==> config.mk <==
export PLATFORM = sky130hd
export DESIGN_NAME = batch_tank_sequencer
export DESIGN_NICKNAME = d
export VERILOG_FILES = /design/src/hw/rtl/bts_pkg.sv /design/src/hw/rtl/batch_tank_sequencer.sv /design/src/hw/rtl/bts_front.sv /design/src/hw/rtl/bts_queue.sv /design/src/hw/rtl/bts_back.sv
export SDC_FILE = /design/constraint.sdc
export NUM_CORES = 1
export LEC_CHECK = 0
export ABC_AREA = 1
export BUFFER_PORTS_ARGS = -buffer_cell sky130_fd_sc_hd__clkbuf_2
export CAP_MARGIN = 20
export CELL_PAD_IN_SITES_DETAIL_PLACEMENT = 0
export CELL_PAD_IN_SITES_GLOBAL_PLACEMENT = 1
export CORE_ASPECT_RATIO = 2
export CORE_MARGIN = 2
export CORE_UTILIZATION = 46
export CTS_CLUSTER_DIAMETER = 80
export DETAILED_ROUTE_END_ITERATION = 8
export PLACE_DENSITY = 0.9
export SETUP_SLACK_MARGIN = 0.2
export SLEW_MARGIN = 20
export SYNTH_ARGS = -nofsm -noshare
export SYNTH_HDL_FRONTEND = slang
export SYNTH_SLANG_ARGS = --single-unit
==> constraint.sdc <==
create_clock -name clk -period 4.45 [get_ports clk]
set_input_delay 0.89 -clock clk [delete_from_list [all_inputs] [get_ports clk]]
set_output_delay 0.89 -clock clk [all_outputs]
set_load 0.1 [all_outputs]
==> src/hw/rtl/bts_pkg.sv <==
// Shared types and constants for the batch tank sequencer.
package bts_pkg;

    typedef enum logic [1:0] {
        PH_FILL  = 2'd0,
        PH_HEAT  = 2'd1,
        PH_MIX   = 2'd2,
        PH_DRAIN = 2'd3
    } phase_t;

    localparam logic [2:0]  DEV_INLET       = 3'd0;
    localparam logic [2:0]  DEV_OUTLET      = 3'd1;
    localparam logic [2:0]  DEV_HEATER      = 3'd2;
    localparam logic [2:0]  DEV_MIXER       = 3'd4;
    localparam logic [15:0] MIX_TICKS_RESET = 16'd5000;
    localparam int          MAX_CMDS        = 3;

    typedef struct packed {
        logic [2:0] device;
        logic       switch_on;
    } cmd_t;

    // one scan's commands; count is 1..3, cmd[0] goes out first
    typedef struct packed {
        logic [1:0]          count;
        cmd_t [MAX_CMDS-1:0] cmd;
    } group_t;

endpackage

==> src/hw/rtl/batch_tank_sequencer.sv <==
// Batch tank sequencer top level: front end, group queue, back end.
//
// Input side is a queue: drive kind and the sensor bits with push; the word is
// taken at a clock edge where push is high and full is low. kind 0 is a timer
// tick (advances the mix counter, no output); kind 1 is a scan pass that runs
// fill, heat, mix and drain in order and yields zero to three commands.
// Output side is a queue: while empty is low, device/switch_on/last show the
// oldest command; pop high at a clock edge takes it. last marks the final
// command of a scan.
// mix_ticks is written through cfg_we/cfg_wdata; the user must write it only
// while the block is idle, which the block itself does not enforce. The first
// command of a scan passes through the group queue and then the output
// register before it is visible. Throughput: one input word per cycle while
// the group queue has room; the back end sends one command per cycle while
// the receiver pops. A stalled receiver holds the output word; groups collect
// in the QUEUE_DEPTH-entry queue and then full rises. Reset returns to the
// fill phase with all actuators off, mix_ticks 5000, and both queues empty.
module batch_tank_sequencer
    import bts_pkg::*;
#(
    parameter int QUEUE_DEPTH = 2
)
(
    input  logic        clk,
    input  logic        rst_n,
    input  logic        cfg_we,
    input  logic [15:0] cfg_wdata,
    input  logic        push,
    output logic        full,
    input  logic        kind,
    input  logic        level_high,
    input  logic        level_low,
    input  logic        is_hot,
    output logic        empty,
    input  logic        pop,
    output logic [2:0]  device,
    output logic        switch_on,
    output logic        last
);

    logic   accept;
    logic   grp_push;
    group_t grp;
    group_t q_head;
    logic   q_empty;
    logic   q_pop;

    assign accept = push && !full;

    bts_front u_front (
        .clk        (clk),
        .rst_n      (rst_n),
        .cfg_we     (cfg_we),
        .cfg_wdata  (cfg_wdata),
        .accept     (accept),
        .kind       (kind),
        .level_high (level_high),
        .level_low  (level_low),
        .is_hot     (is_hot),
        .grp_push   (grp_push),
        .grp        (grp)
    );

    bts_queue #(
        .DEPTH (QUEUE_DEPTH)
    ) u_queue (
        .clk   (clk),
        .rst_n (rst_n),
        .push  (grp_push),
        .wdata (grp),
        .pop   (q_pop),
        .rdata (q_head),
        .full  (full),
        .empty (q_empty)
    );

    bts_back u_back (
        .clk       (clk),
        .rst_n     (rst_n),
        .q_head    (q_head),
        .q_empty   (q_empty),
        .q_pop     (q_pop),
        .pop       (pop),
        .empty     (empty),
        .device    (device),
        .switch_on (switch_on),
        .last      (last)
    );

endmodule

==> src/hw/rtl/bts_front.sv <==
// Front end: takes ticks and scans, runs the phase logic, emits command groups.
module bts_front
    import bts_pkg::*;
(
    input  logic        clk,
    input  logic        rst_n,
    input  logic        cfg_we,
    input  logic [15:0] cfg_wdata,
    input  logic        accept,
    input  logic        kind,
    input  logic        level_high,
    input  logic        level_low,
    input  logic        is_hot,
    output logic        grp_push,
    output group_t      grp
);

    logic [15:0] mix_ticks_reg;
    phase_t      phase_reg, phase_next;
    logic        inlet_open_reg, inlet_open_next;
    logic        mixer_running_reg, mixer_running_next;
    logic [15:0] mix_count_reg, mix_count_next;
    logic        mix_done_reg, mix_done_next;
    logic [15:0] tick_sum;
    logic [1:0]  n;

    assign tick_sum = mix_count_reg + 16'd1;

    always_comb
    begin
        phase_next         = phase_reg;
        inlet_open_next    = inlet_open_reg;
        mixer_running_next = mixer_running_reg;
        mix_count_next     = mix_count_reg;
        mix_done_next      = mix_done_reg;
        n                  = 2'd0;
        grp                = '0;
        if (accept)
        begin
            if (!kind)
            begin
                if (tick_sum >= mix_ticks_reg)
                begin
                    mix_done_next  = 1'b1;
                    mix_count_next = 16'd0;
                end
                else
                begin
                    mix_count_next = tick_sum;
                end
            end
            else
            begin
                if (phase_next == PH_FILL)
                begin
                    if (!level_high)
                    begin
                        if (!inlet_open_next)
                        begin
                            grp.cmd[n]      = '{DEV_INLET, 1'b1};
                            n               = n + 2'd1;
                            inlet_open_next = 1'b1;
                        end
                    end
                    else
                    begin
                        grp.cmd[n]      = '{DEV_INLET, 1'b0};
                        n               = n + 2'd1;
                        inlet_open_next = 1'b0;
                        phase_next      = PH_HEAT;
                    end
                end
                if (phase_next == PH_HEAT)
                begin
                    if (!is_hot)
                    begin
                        grp.cmd[n] = '{DEV_HEATER, 1'b1};
                        n          = n + 2'd1;
                    end
                    else
                    begin
                        grp.cmd[n] = '{DEV_HEATER, 1'b0};
                        n          = n + 2'd1;
                        phase_next = PH_MIX;
                    end
                end
                if (phase_next == PH_MIX)
                begin
                    if (!mixer_running_next)
                    begin
                        mix_done_next      = 1'b0;
                        mix_count_next     = 16'd0;
                        grp.cmd[n]         = '{DEV_MIXER, 1'b1};
                        n                  = n + 2'd1;
                        mixer_running_next = 1'b1;
                    end
                    if (mix_done_next)
                    begin
                        grp.cmd[n]         = '{DEV_MIXER, 1'b0};
                        n                  = n + 2'd1;
                        mixer_running_next = 1'b0;
                        mix_done_next      = 1'b0;
                        phase_next         = PH_DRAIN;
                    end
                end
                if (phase_next == PH_DRAIN)
                begin
                    if (level_high)
                    begin
                        grp.cmd[n] = '{DEV_OUTLET, 1'b1};
                        n          = n + 2'd1;
                    end
                    else if (!level_low)
                    begin
                        grp.cmd[n] = '{DEV_OUTLET, 1'b0};
                        n          = n + 2'd1;
                        phase_next = PH_FILL;
                    end
                end
            end
        end
        grp.count = n;
        grp_push  = accept && kind && (n != 2'd0);
    end

    always_ff @(posedge clk or negedge rst_n)
    begin
        if (!rst_n)
        begin
            mix_ticks_reg     <= MIX_TICKS_RESET;
            phase_reg         <= PH_FILL;
            inlet_open_reg    <= 1'b0;
            mixer_running_reg <= 1'b0;
            mix_count_reg     <= 16'd0;
            mix_done_reg      <= 1'b0;
        end
        else
        begin
            if (cfg_we)
            begin
                mix_ticks_reg <= cfg_wdata;
            end
            phase_reg         <= phase_next;
            inlet_open_reg    <= inlet_open_next;
            mixer_running_reg <= mixer_running_next;
            mix_count_reg     <= mix_count_next;
            mix_done_reg      <= mix_done_next;
        end
    end

endmodule

==> src/hw/rtl/bts_queue.sv <==
// Short queue of command groups between front and back.
module bts_queue
    import bts_pkg::*;
#(
    parameter int DEPTH = 2
)
(
    input  logic   clk,
    input  logic   rst_n,
    input  logic   push,
    input  group_t wdata,
    input  logic   pop,
    output group_t rdata,
    output logic   full,
    output logic   empty
);

    localparam int PTR_W = (DEPTH > 1) ? $clog2(DEPTH) : 1;
    localparam int CNT_W = $clog2(DEPTH + 1);

    group_t             mem [DEPTH];
    logic [PTR_W-1:0]   wr_ptr_reg, rd_ptr_reg;
    logic [CNT_W-1:0]   count_reg;
    logic               do_push, do_pop;

    assign full    = (count_reg == CNT_W'(DEPTH));
    assign empty   = (count_reg == '0);
    assign do_push = push && !full;
    assign do_pop  = pop && !empty;
    assign rdata   = mem[rd_ptr_reg];

    always_ff @(posedge clk)
    begin
        if (do_push)
        begin
            mem[wr_ptr_reg] <= wdata;
        end
    end

    always_ff @(posedge clk or negedge rst_n)
    begin
        if (!rst_n)
        begin
            wr_ptr_reg <= '0;
            rd_ptr_reg <= '0;
            count_reg  <= '0;
        end
        else
        begin
            if (do_push)
            begin
                wr_ptr_reg <= (wr_ptr_reg == PTR_W'(DEPTH - 1)) ? '0 : wr_ptr_reg + 1'b1;
            end
            if (do_pop)
            begin
                rd_ptr_reg <= (rd_ptr_reg == PTR_W'(DEPTH - 1)) ? '0 : rd_ptr_reg + 1'b1;
            end
            if (do_push && !do_pop)
            begin
                count_reg <= count_reg + 1'b1;
            end
            else if (do_pop && !do_push)
            begin
                count_reg <= count_reg - 1'b1;
            end
        end
    end

endmodule

==> src/hw/rtl/bts_back.sv <==
// Back end: splits command groups into single words in an output register.
module bts_back
    import bts_pkg::*;
(
    input  logic       clk,
    input  logic       rst_n,
    input  group_t     q_head,
    input  logic       q_empty,
    output logic       q_pop,
    input  logic       pop,
    output logic       empty,
    output logic [2:0] device,
    output logic       switch_on,
    output logic       last
);

    logic       out_valid_reg;
    logic [2:0] device_reg;
    logic       switch_on_reg;
    logic       last_reg;
    logic [1:0] pos_reg;
    logic       take;
    logic       load;
    logic       is_last;

    assign take    = !out_valid_reg || pop;
    assign load    = take && !q_empty;
    assign is_last = (pos_reg == q_head.count - 2'd1);
    assign q_pop   = load && is_last;

    assign empty     = !out_valid_reg;
    assign device    = device_reg;
    assign switch_on = switch_on_reg;
    assign last      = last_reg;

    always_ff @(posedge clk)
    begin
        if (load)
        begin
            device_reg    <= q_head.cmd[pos_reg].device;
            switch_on_reg <= q_head.cmd[pos_reg].switch_on;
            last_reg      <= is_last;
        end
    end

    always_ff @(posedge clk or negedge rst_n)
    begin
        if (!rst_n)
        begin
            out_valid_reg <= 1'b0;
            pos_reg       <= 2'd0;
        end
        else
        begin
            if (load)
            begin
                out_valid_reg <= 1'b1;
                pos_reg       <= is_last ? 2'd0 : pos_reg + 2'd1;
            end
            else if (take)
            begin
                out_valid_reg <= 1'b0;
            end
        end
    end

endmodule

# Word level (Yosys, flattened, before mapping)
# Memories as Yosys holds them, arrays and structs flattened.
# Index checks and enable logic that the tools add are counted.
# word_totals
regBits	49
ramBits	28
out_inout_bits	7
wordCells	181
n_memories	1
# memory_table
name	depth	width	rd	rd_ports_with_merged_regs	write_ports	line	rtl
u_queue.mem	2	14	1	0	1	bts_queue.sv:21	group_t mem [DEPTH];
# op_classes
addsub	11
order_cmp	10
eq_ne	7
mux	90
bitwise	18
reduce_logical	30
# op_table
op	count
12-bit two-way mux	17
2-bit two-way mux	37
16-bit two-way mux	4
4-bit demux with 2-bit select	4
4-bit two-way mux	8
9-bit inverter	3
1-bit two-way mux	19
9-bit bitwise AND	2
6-bit inverter	3
16-bit by 1-bit adder with 16-bit output (second input constant)	1
16-bit >= comparator	1
2-bit by 3-bit < comparator with 1-bit output (second input constant)	5
1-bit logical AND	13
2-bit by 1-bit adder with 2-bit output (second input constant)	6
6-bit bitwise AND	2
6-bit OR	2
3-bit AND reduction	4
3-bit by 9-bit bitwise AND with 9-bit output	1
4-bit binary-select mux with 2-bit select	1
2-bit by 1-bit >= comparator with 1-bit output (second input constant)	4
2-bit nonzero test	4
2-bit by 6-bit bitwise AND with 6-bit output	1
2-bit equality test (second input constant)	3
2-bit by 6-bit OR with 6-bit output	1
other kinds (12)	20

# Longest topological paths before layout
# depth
depth_word	32
ltp_mapped	20
ltp_nobuf	20

# Modules after synthesis
# A second synthesis with hierarchy kept.
# unflattened
cells_unflattened	537
area_unflattened_um2	4454.3
# by_module_without_submodules
mod	instances	cells_per_inst	area_per_inst_um2	seq_area_each_um2
bts_front	1	375	2715.1	932.1
bts_queue	1	105	1256.2	940.9
bts_back	1	55	473.0	225.2
batch_tank_sequencer	1	2	10.0	0.0

# Worst setup path before layout
# Ideal clock, no wire load.
# synth_path
kind	input -> register
startpoint	in level_high
endpoint	mem u_queue.mem[1][0] (netlist bit) (enable)
setup_time_ns	0.387
t_arrival_ns	3.557
required_ns	4.063
setup_slack_ns	0.506
path_stages	11
cell_sequence	o21ai_0 > fa_1 > ha_1 > nand2_1 > o21ai_0 > o21ai_2 > ha_1 > inv_1 > nand2_1 > nand3_2 > a21oi_1
# synth_between
elab_chain_cells	29
elab_cells_between_ends	44
classes_between	add/sub (4); eq/ne (3); mux (34); reduce/logical (3)
# synth_lines
element	line	rtl
start: declaration	batch_tank_sequencer.sv:31	input logic level_high,
1-bit two-way mux or 2-bit two-way mux (tied branches)	bts_front.sv:56	if (!level_high)
2-bit two-way mux	bts_front.sv:54	if (phase_next == PH_FILL)
2-bit two-way mux	bts_front.sv:40	if (!kind)
2-bit two-way mux	bts_front.sv:38	if (accept)
2-bit by 1-bit adder with 2-bit output or 2-bit by 1-bit equality test with 1-bit output (tied branches)	bts_front.sv:78, bts_front.sv:83, bts_front.sv:73	
2-bit two-way mux	bts_front.sv:73	if (phase_next == PH_HEAT)
2-bit two-way mux	bts_front.sv:40	
2-bit two-way mux	bts_front.sv:38	
[... 13 more ...]	--	
2-bit two-way mux (*)	bts_front.sv:106	if (phase_next == PH_DRAIN)
2-bit two-way mux (*)	bts_front.sv:40	
2-bit two-way mux (*)	bts_front.sv:38	
2-bit nonzero test (*)	bts_front.sv:123	grp_push = accept && kind && (n != 2'd0);
1-bit logical AND (*)	bts_front.sv:123	
1-bit logical AND (*)	bts_queue.sv:28	assign do_push = push && !full;
1-bit two-way mux (*)	bts_queue.sv:34	if (do_push)
1-bit two-way mux (implied by the code) (*)	bts_queue.sv:36	mem[wr_ptr_reg] <= wdata;
end: declaration	bts_queue.sv:21	
# Mark *: on every way between the ends. The rest lies on a longest branch, timed or not. The select of a mux whose other input is x is not followed.

# Worst setup path in the final report
# layout_path
startpoint	in level_high
endpoint	reg u_queue.count_reg[1]
# layout_between
elab_chain_cells	30
elab_cells_between_ends	47
classes_between	add/sub (4); eq/ne (3); mux (33); reduce/logical (7)
# layout_lines
element	line	rtl
1-bit two-way mux or 2-bit two-way mux (tied branches)	bts_front.sv:56	
2-bit two-way mux	bts_front.sv:54	
2-bit two-way mux	bts_front.sv:40	
2-bit two-way mux	bts_front.sv:38	
2-bit by 1-bit adder with 2-bit output or 2-bit by 1-bit equality test with 1-bit output (tied branches)	bts_front.sv:78, bts_front.sv:83, bts_front.sv:73	
2-bit two-way mux	bts_front.sv:73	
2-bit two-way mux	bts_front.sv:40	
2-bit two-way mux	bts_front.sv:38	
[... 15 more ...]	--	
2-bit two-way mux (*)	bts_front.sv:38	
2-bit nonzero test (*)	bts_front.sv:123	
1-bit logical AND (*)	bts_front.sv:123	
1-bit logical AND (*)	bts_queue.sv:28	
named net u_queue.do_push	bts_queue.sv:24	logic do_push, do_pop;
1-bit logical NOT	bts_queue.sv:62	else if (do_pop && !do_push)
1-bit logical AND	bts_queue.sv:62	
2-bit nonzero test (no source line)	--	
end signal: assignment	bts_queue.sv:60	count_reg <= count_reg + 1'b1;
end signal: assignment	bts_queue.sv:64	count_reg <= count_reg - 1'b1;
end: declaration	bts_queue.sv:23	logic [CNT_W-1:0] count_reg;
# The timed path passes the listed nets; every way through them passes the cells marked *. The select of a mux whose other input is x is not followed.
# A chain may end at the register's enable or synchronous reset.

==> flow_summary.ini <==
[floorplanning]
core_area_um2 = 8890
dieWidth_um = 71.33
io_pins = 32
rows = 49
start_util_pct = 46.91
die_h_um = 138.7
die-area_um2 = 9889

[status]
outcome = completed

[timing]
max_freq_mhz = 284.3
fin_tns_setup_ns = 0
slew_violations = 0
finalSetupViolations = 0
rsz0062_at_grt = false
tightest_slew_ns = 0.7102
post-route-period-util_pct = 79.03
relSlewSlack_pct = 52.65
finalHoldViolCount = 0
fin_skew_ns = 0.003248
final.min_clock_period_ns = 3.517
worst_slack_ns = 0.9331

[layout]
nNetsFinal = 561
drive_gt1_share_pct = 15.86
num_antenna_cells = 0
largest_reg_flops = 26
synthToLayoutAreaGrowth_pct = 14.01

[clock_network]
post_cts_resized = 0
clkTransAtPathRegs_ns = 0.06
cts.sink_count = 75
cts.path.max_buffers = 2
root_buffer = clkbuf_16
hold_buffers = 0
cts_setup_buffers = 0
cts_buffers = 9
cts_tree = yes
cts_max_level = 3
clk_latency_ns = 0.34

[critical_path]
reg2reg_slack_ns = 0.94
path_max_fanout = 8
critPathArrivalTime_ns = 3.73
startpoint_type = input pin
r2r_end = u_front.mix_count_reg[0]$_DFFE_PN0P_
end_kind = flip-flop
reg2reg_depth = 18
r2r-start = u_front.mix_count_reg[0]$_DFFE_PN0P_
crit_type = in2reg
worst_ep_required_time_ns = 4.66

[drt]
via_count = 3230
dr.pass1.iters = 6
avgViaCountPerCell = 5.218
wl_per_cell_um = 13.57
drcViolationCount = 0
ant_nets = 0
routed_wl_mm = 8.401
drt-initial-drc-count = 179

[flow_run]
drv_cap = 0

[synthesis]
synthArstFlopShare_pct = 58.67
synth_cells = 475
synth.area.top_cells = dfrtp_1 (23%), edfxtp_1 (22%), nand2_1 (8.7%)
avgSynthCellArea_um2 = 8.779
syn_area_um2 = 4170
synth_top_area_share_pct = 23.40
synth.distinct_cells = 37
ys_warn_count = 0
synth_seq_cells = 75
yosysSeqAreaShare_pct = 48.87
synthFlopType = dfrtp_1
synth-edff-count = 31
syn-num-nets = 524
yosys.area.top_type = dfrtp_1

[global_route]
grt_max_degree = 45
overflow = 0
grt_pass1_wl_mm = 14.38
grt_pass1_vias = 3190
antenna_found_initial = 0
grt_usage_pct = 18.52

[worst_hold_path]
hold_end = u_front.mix_ticks_reg[8]$_DFFE_PN1P_
hold_start = u_front.mix_ticks_reg[8]$_DFFE_PN1P_
holdPathStages = 2
hold_path_class = reg2reg

[power]
power.total_uw = 3189
p_leak_uw = 0.002261
pwr_density_cell_nw_per_um2 = 670.7
max-vdd-ir-drop_v = 0.0004429

[place]
dpl.hpwl_mm = 6.518
finalWeightedCongestion = 0.9106
dp_worst_setup_slack_ns = 0.5796
port_buffers = 31
synthesized netlist by cell type (8+ instances only):
cell type	count
nand4_1	8
dfrtp_1	39
o21ai_2	13
ha_1	23
nand2_1	97
nor2_1	39
inv_1	74
o21ai_0	49
nand3_1	21
xor2_1	13
a21oi_1	17
edfxtp_1	31
logic make-up after synthesis:
kind of cell	Yosys count	share of synthesized area [%]
AND/OR/NAND/NOR	182	18.96
adder cells (fa/ha/maj)	24	7.381
buffers and inverters	84	7.981
flip-flops	75	48.88
multiplexers	2	0.5100
AO/OA/AOI/OAI	94	13.35
XOR/XNOR	14	2.940
metal layers:
| layer | vias to the layer above | share of wire [%] | GRT usage, % |
|---|---|---|---|
| li1 | 1656 | - | - |
| met2 | 65 | 54 | 32.46 |
| met3 | 18 | 3.0 | 3.488 |
| met5 | - | 0 | 0 |
| met1 | 1491 | 39 | 20.46 |
| met4 | 0 | 3.1 | 10.13 |
report_power, final:
group	switching, µW	internal (µW)	total, µW	leakage, µW
sequential	108	949	1060	0.000842
combinational	970	384	1350	0.00126
clock	284	494	778	0.000158
total	1360	1830	3190	0.00226
worst max-delay path, stage by stage:
cell and delay [ns]:
clkbuf_2 0.16, nand2_1 0.09, nand2_2 0.10, inv_1 0.10, fa_1 0.49, ha_1 0.30
nand2_1 0.07, o21ai_0 0.10, o21ai_2 0.21, ha_1 0.27, inv_1 0.05, nand2_1 0.05
nand3_2 0.10, nand2_2 0.07, ha_1 0.30, a21oi_1 0.11, o21ai_0 0.11, xor2_1 0.15
cell usage in the layout, fill, tap and decap left out, types with 2 or more instances in the layout:
cell / n
nand3_1: 21
nor2_1: 39
dfstp_2: 5
inv_1: 74
o22ai_1: 6
nand2_1: 97
dfrtp_1: 39
nand2_2: 6
a21oi_1: 17
edfxtp_1: 31
o21ai_2: 13
nand3_2: 2
nor3_1: 6
buf_4: 3
clkbuf_2: 31
clkbuf_16: 9
ha_1: 23
nand4_1: 8
o21ai_0: 49
bufinv_16: 2
inv_6: 2
xor2_1: 13
clkinv_4: 2
layout make-up:
type                       instances  area [µm²]
tap                              102       127.6
multi-input combinational        316        1799
clock inverter                     7       98.84
timing repair buffer              34       177.7
clock buffer                       9       225.2
inverter                          76       287.8
sequential                        75        2038
fill                             806        4135
metrics by stage:
step	util [%]	hold slack [ns]	instance area, µm²	instances
2_1_floorplan	-	0.4628	4170	475
3_3_place_gp	49.84	0.4807	4431	603
5_1_grt	53.48	0.5274	4755	619
3_5_place_dp	49.84	0.4863	4431	603
6_report	53.48	0.4884	4755	619
4_1_cts	53.48	0.4960	4755	619
worst max path at each step:
| stage | startpoint | endpoint | slack (ns) | cells after the start |
|---|---|---|---|---|
| floorplan | level_high | u_queue.mem[1][0]$_DFFE_PP_ | 0.51 | 11 |
| global placement | level_high | u_queue.count_reg[1]$_DFFE_PN0P_ | 0.66 | 17 |
| detailed placement | level_high | u_queue.count_reg[1]$_DFFE_PN0P_ | 0.58 | 18 |
| CTS | u_front.mix_count_reg[0]$_DFFE_PN0P_ | u_front.mix_count_reg[0]$_DFFE_PN0P_ | 0.92 | 18 |
| global route | u_front.mix_count_reg[0]$_DFFE_PN0P_ | u_front.mix_count_reg[0]$_DFFE_PN0P_ | 0.49 | 18 |
| finish | level_high | u_queue.count_reg[1]$_DFFE_PN0P_ | 0.93 | 18 |
(Power assumes the default switching activity.)
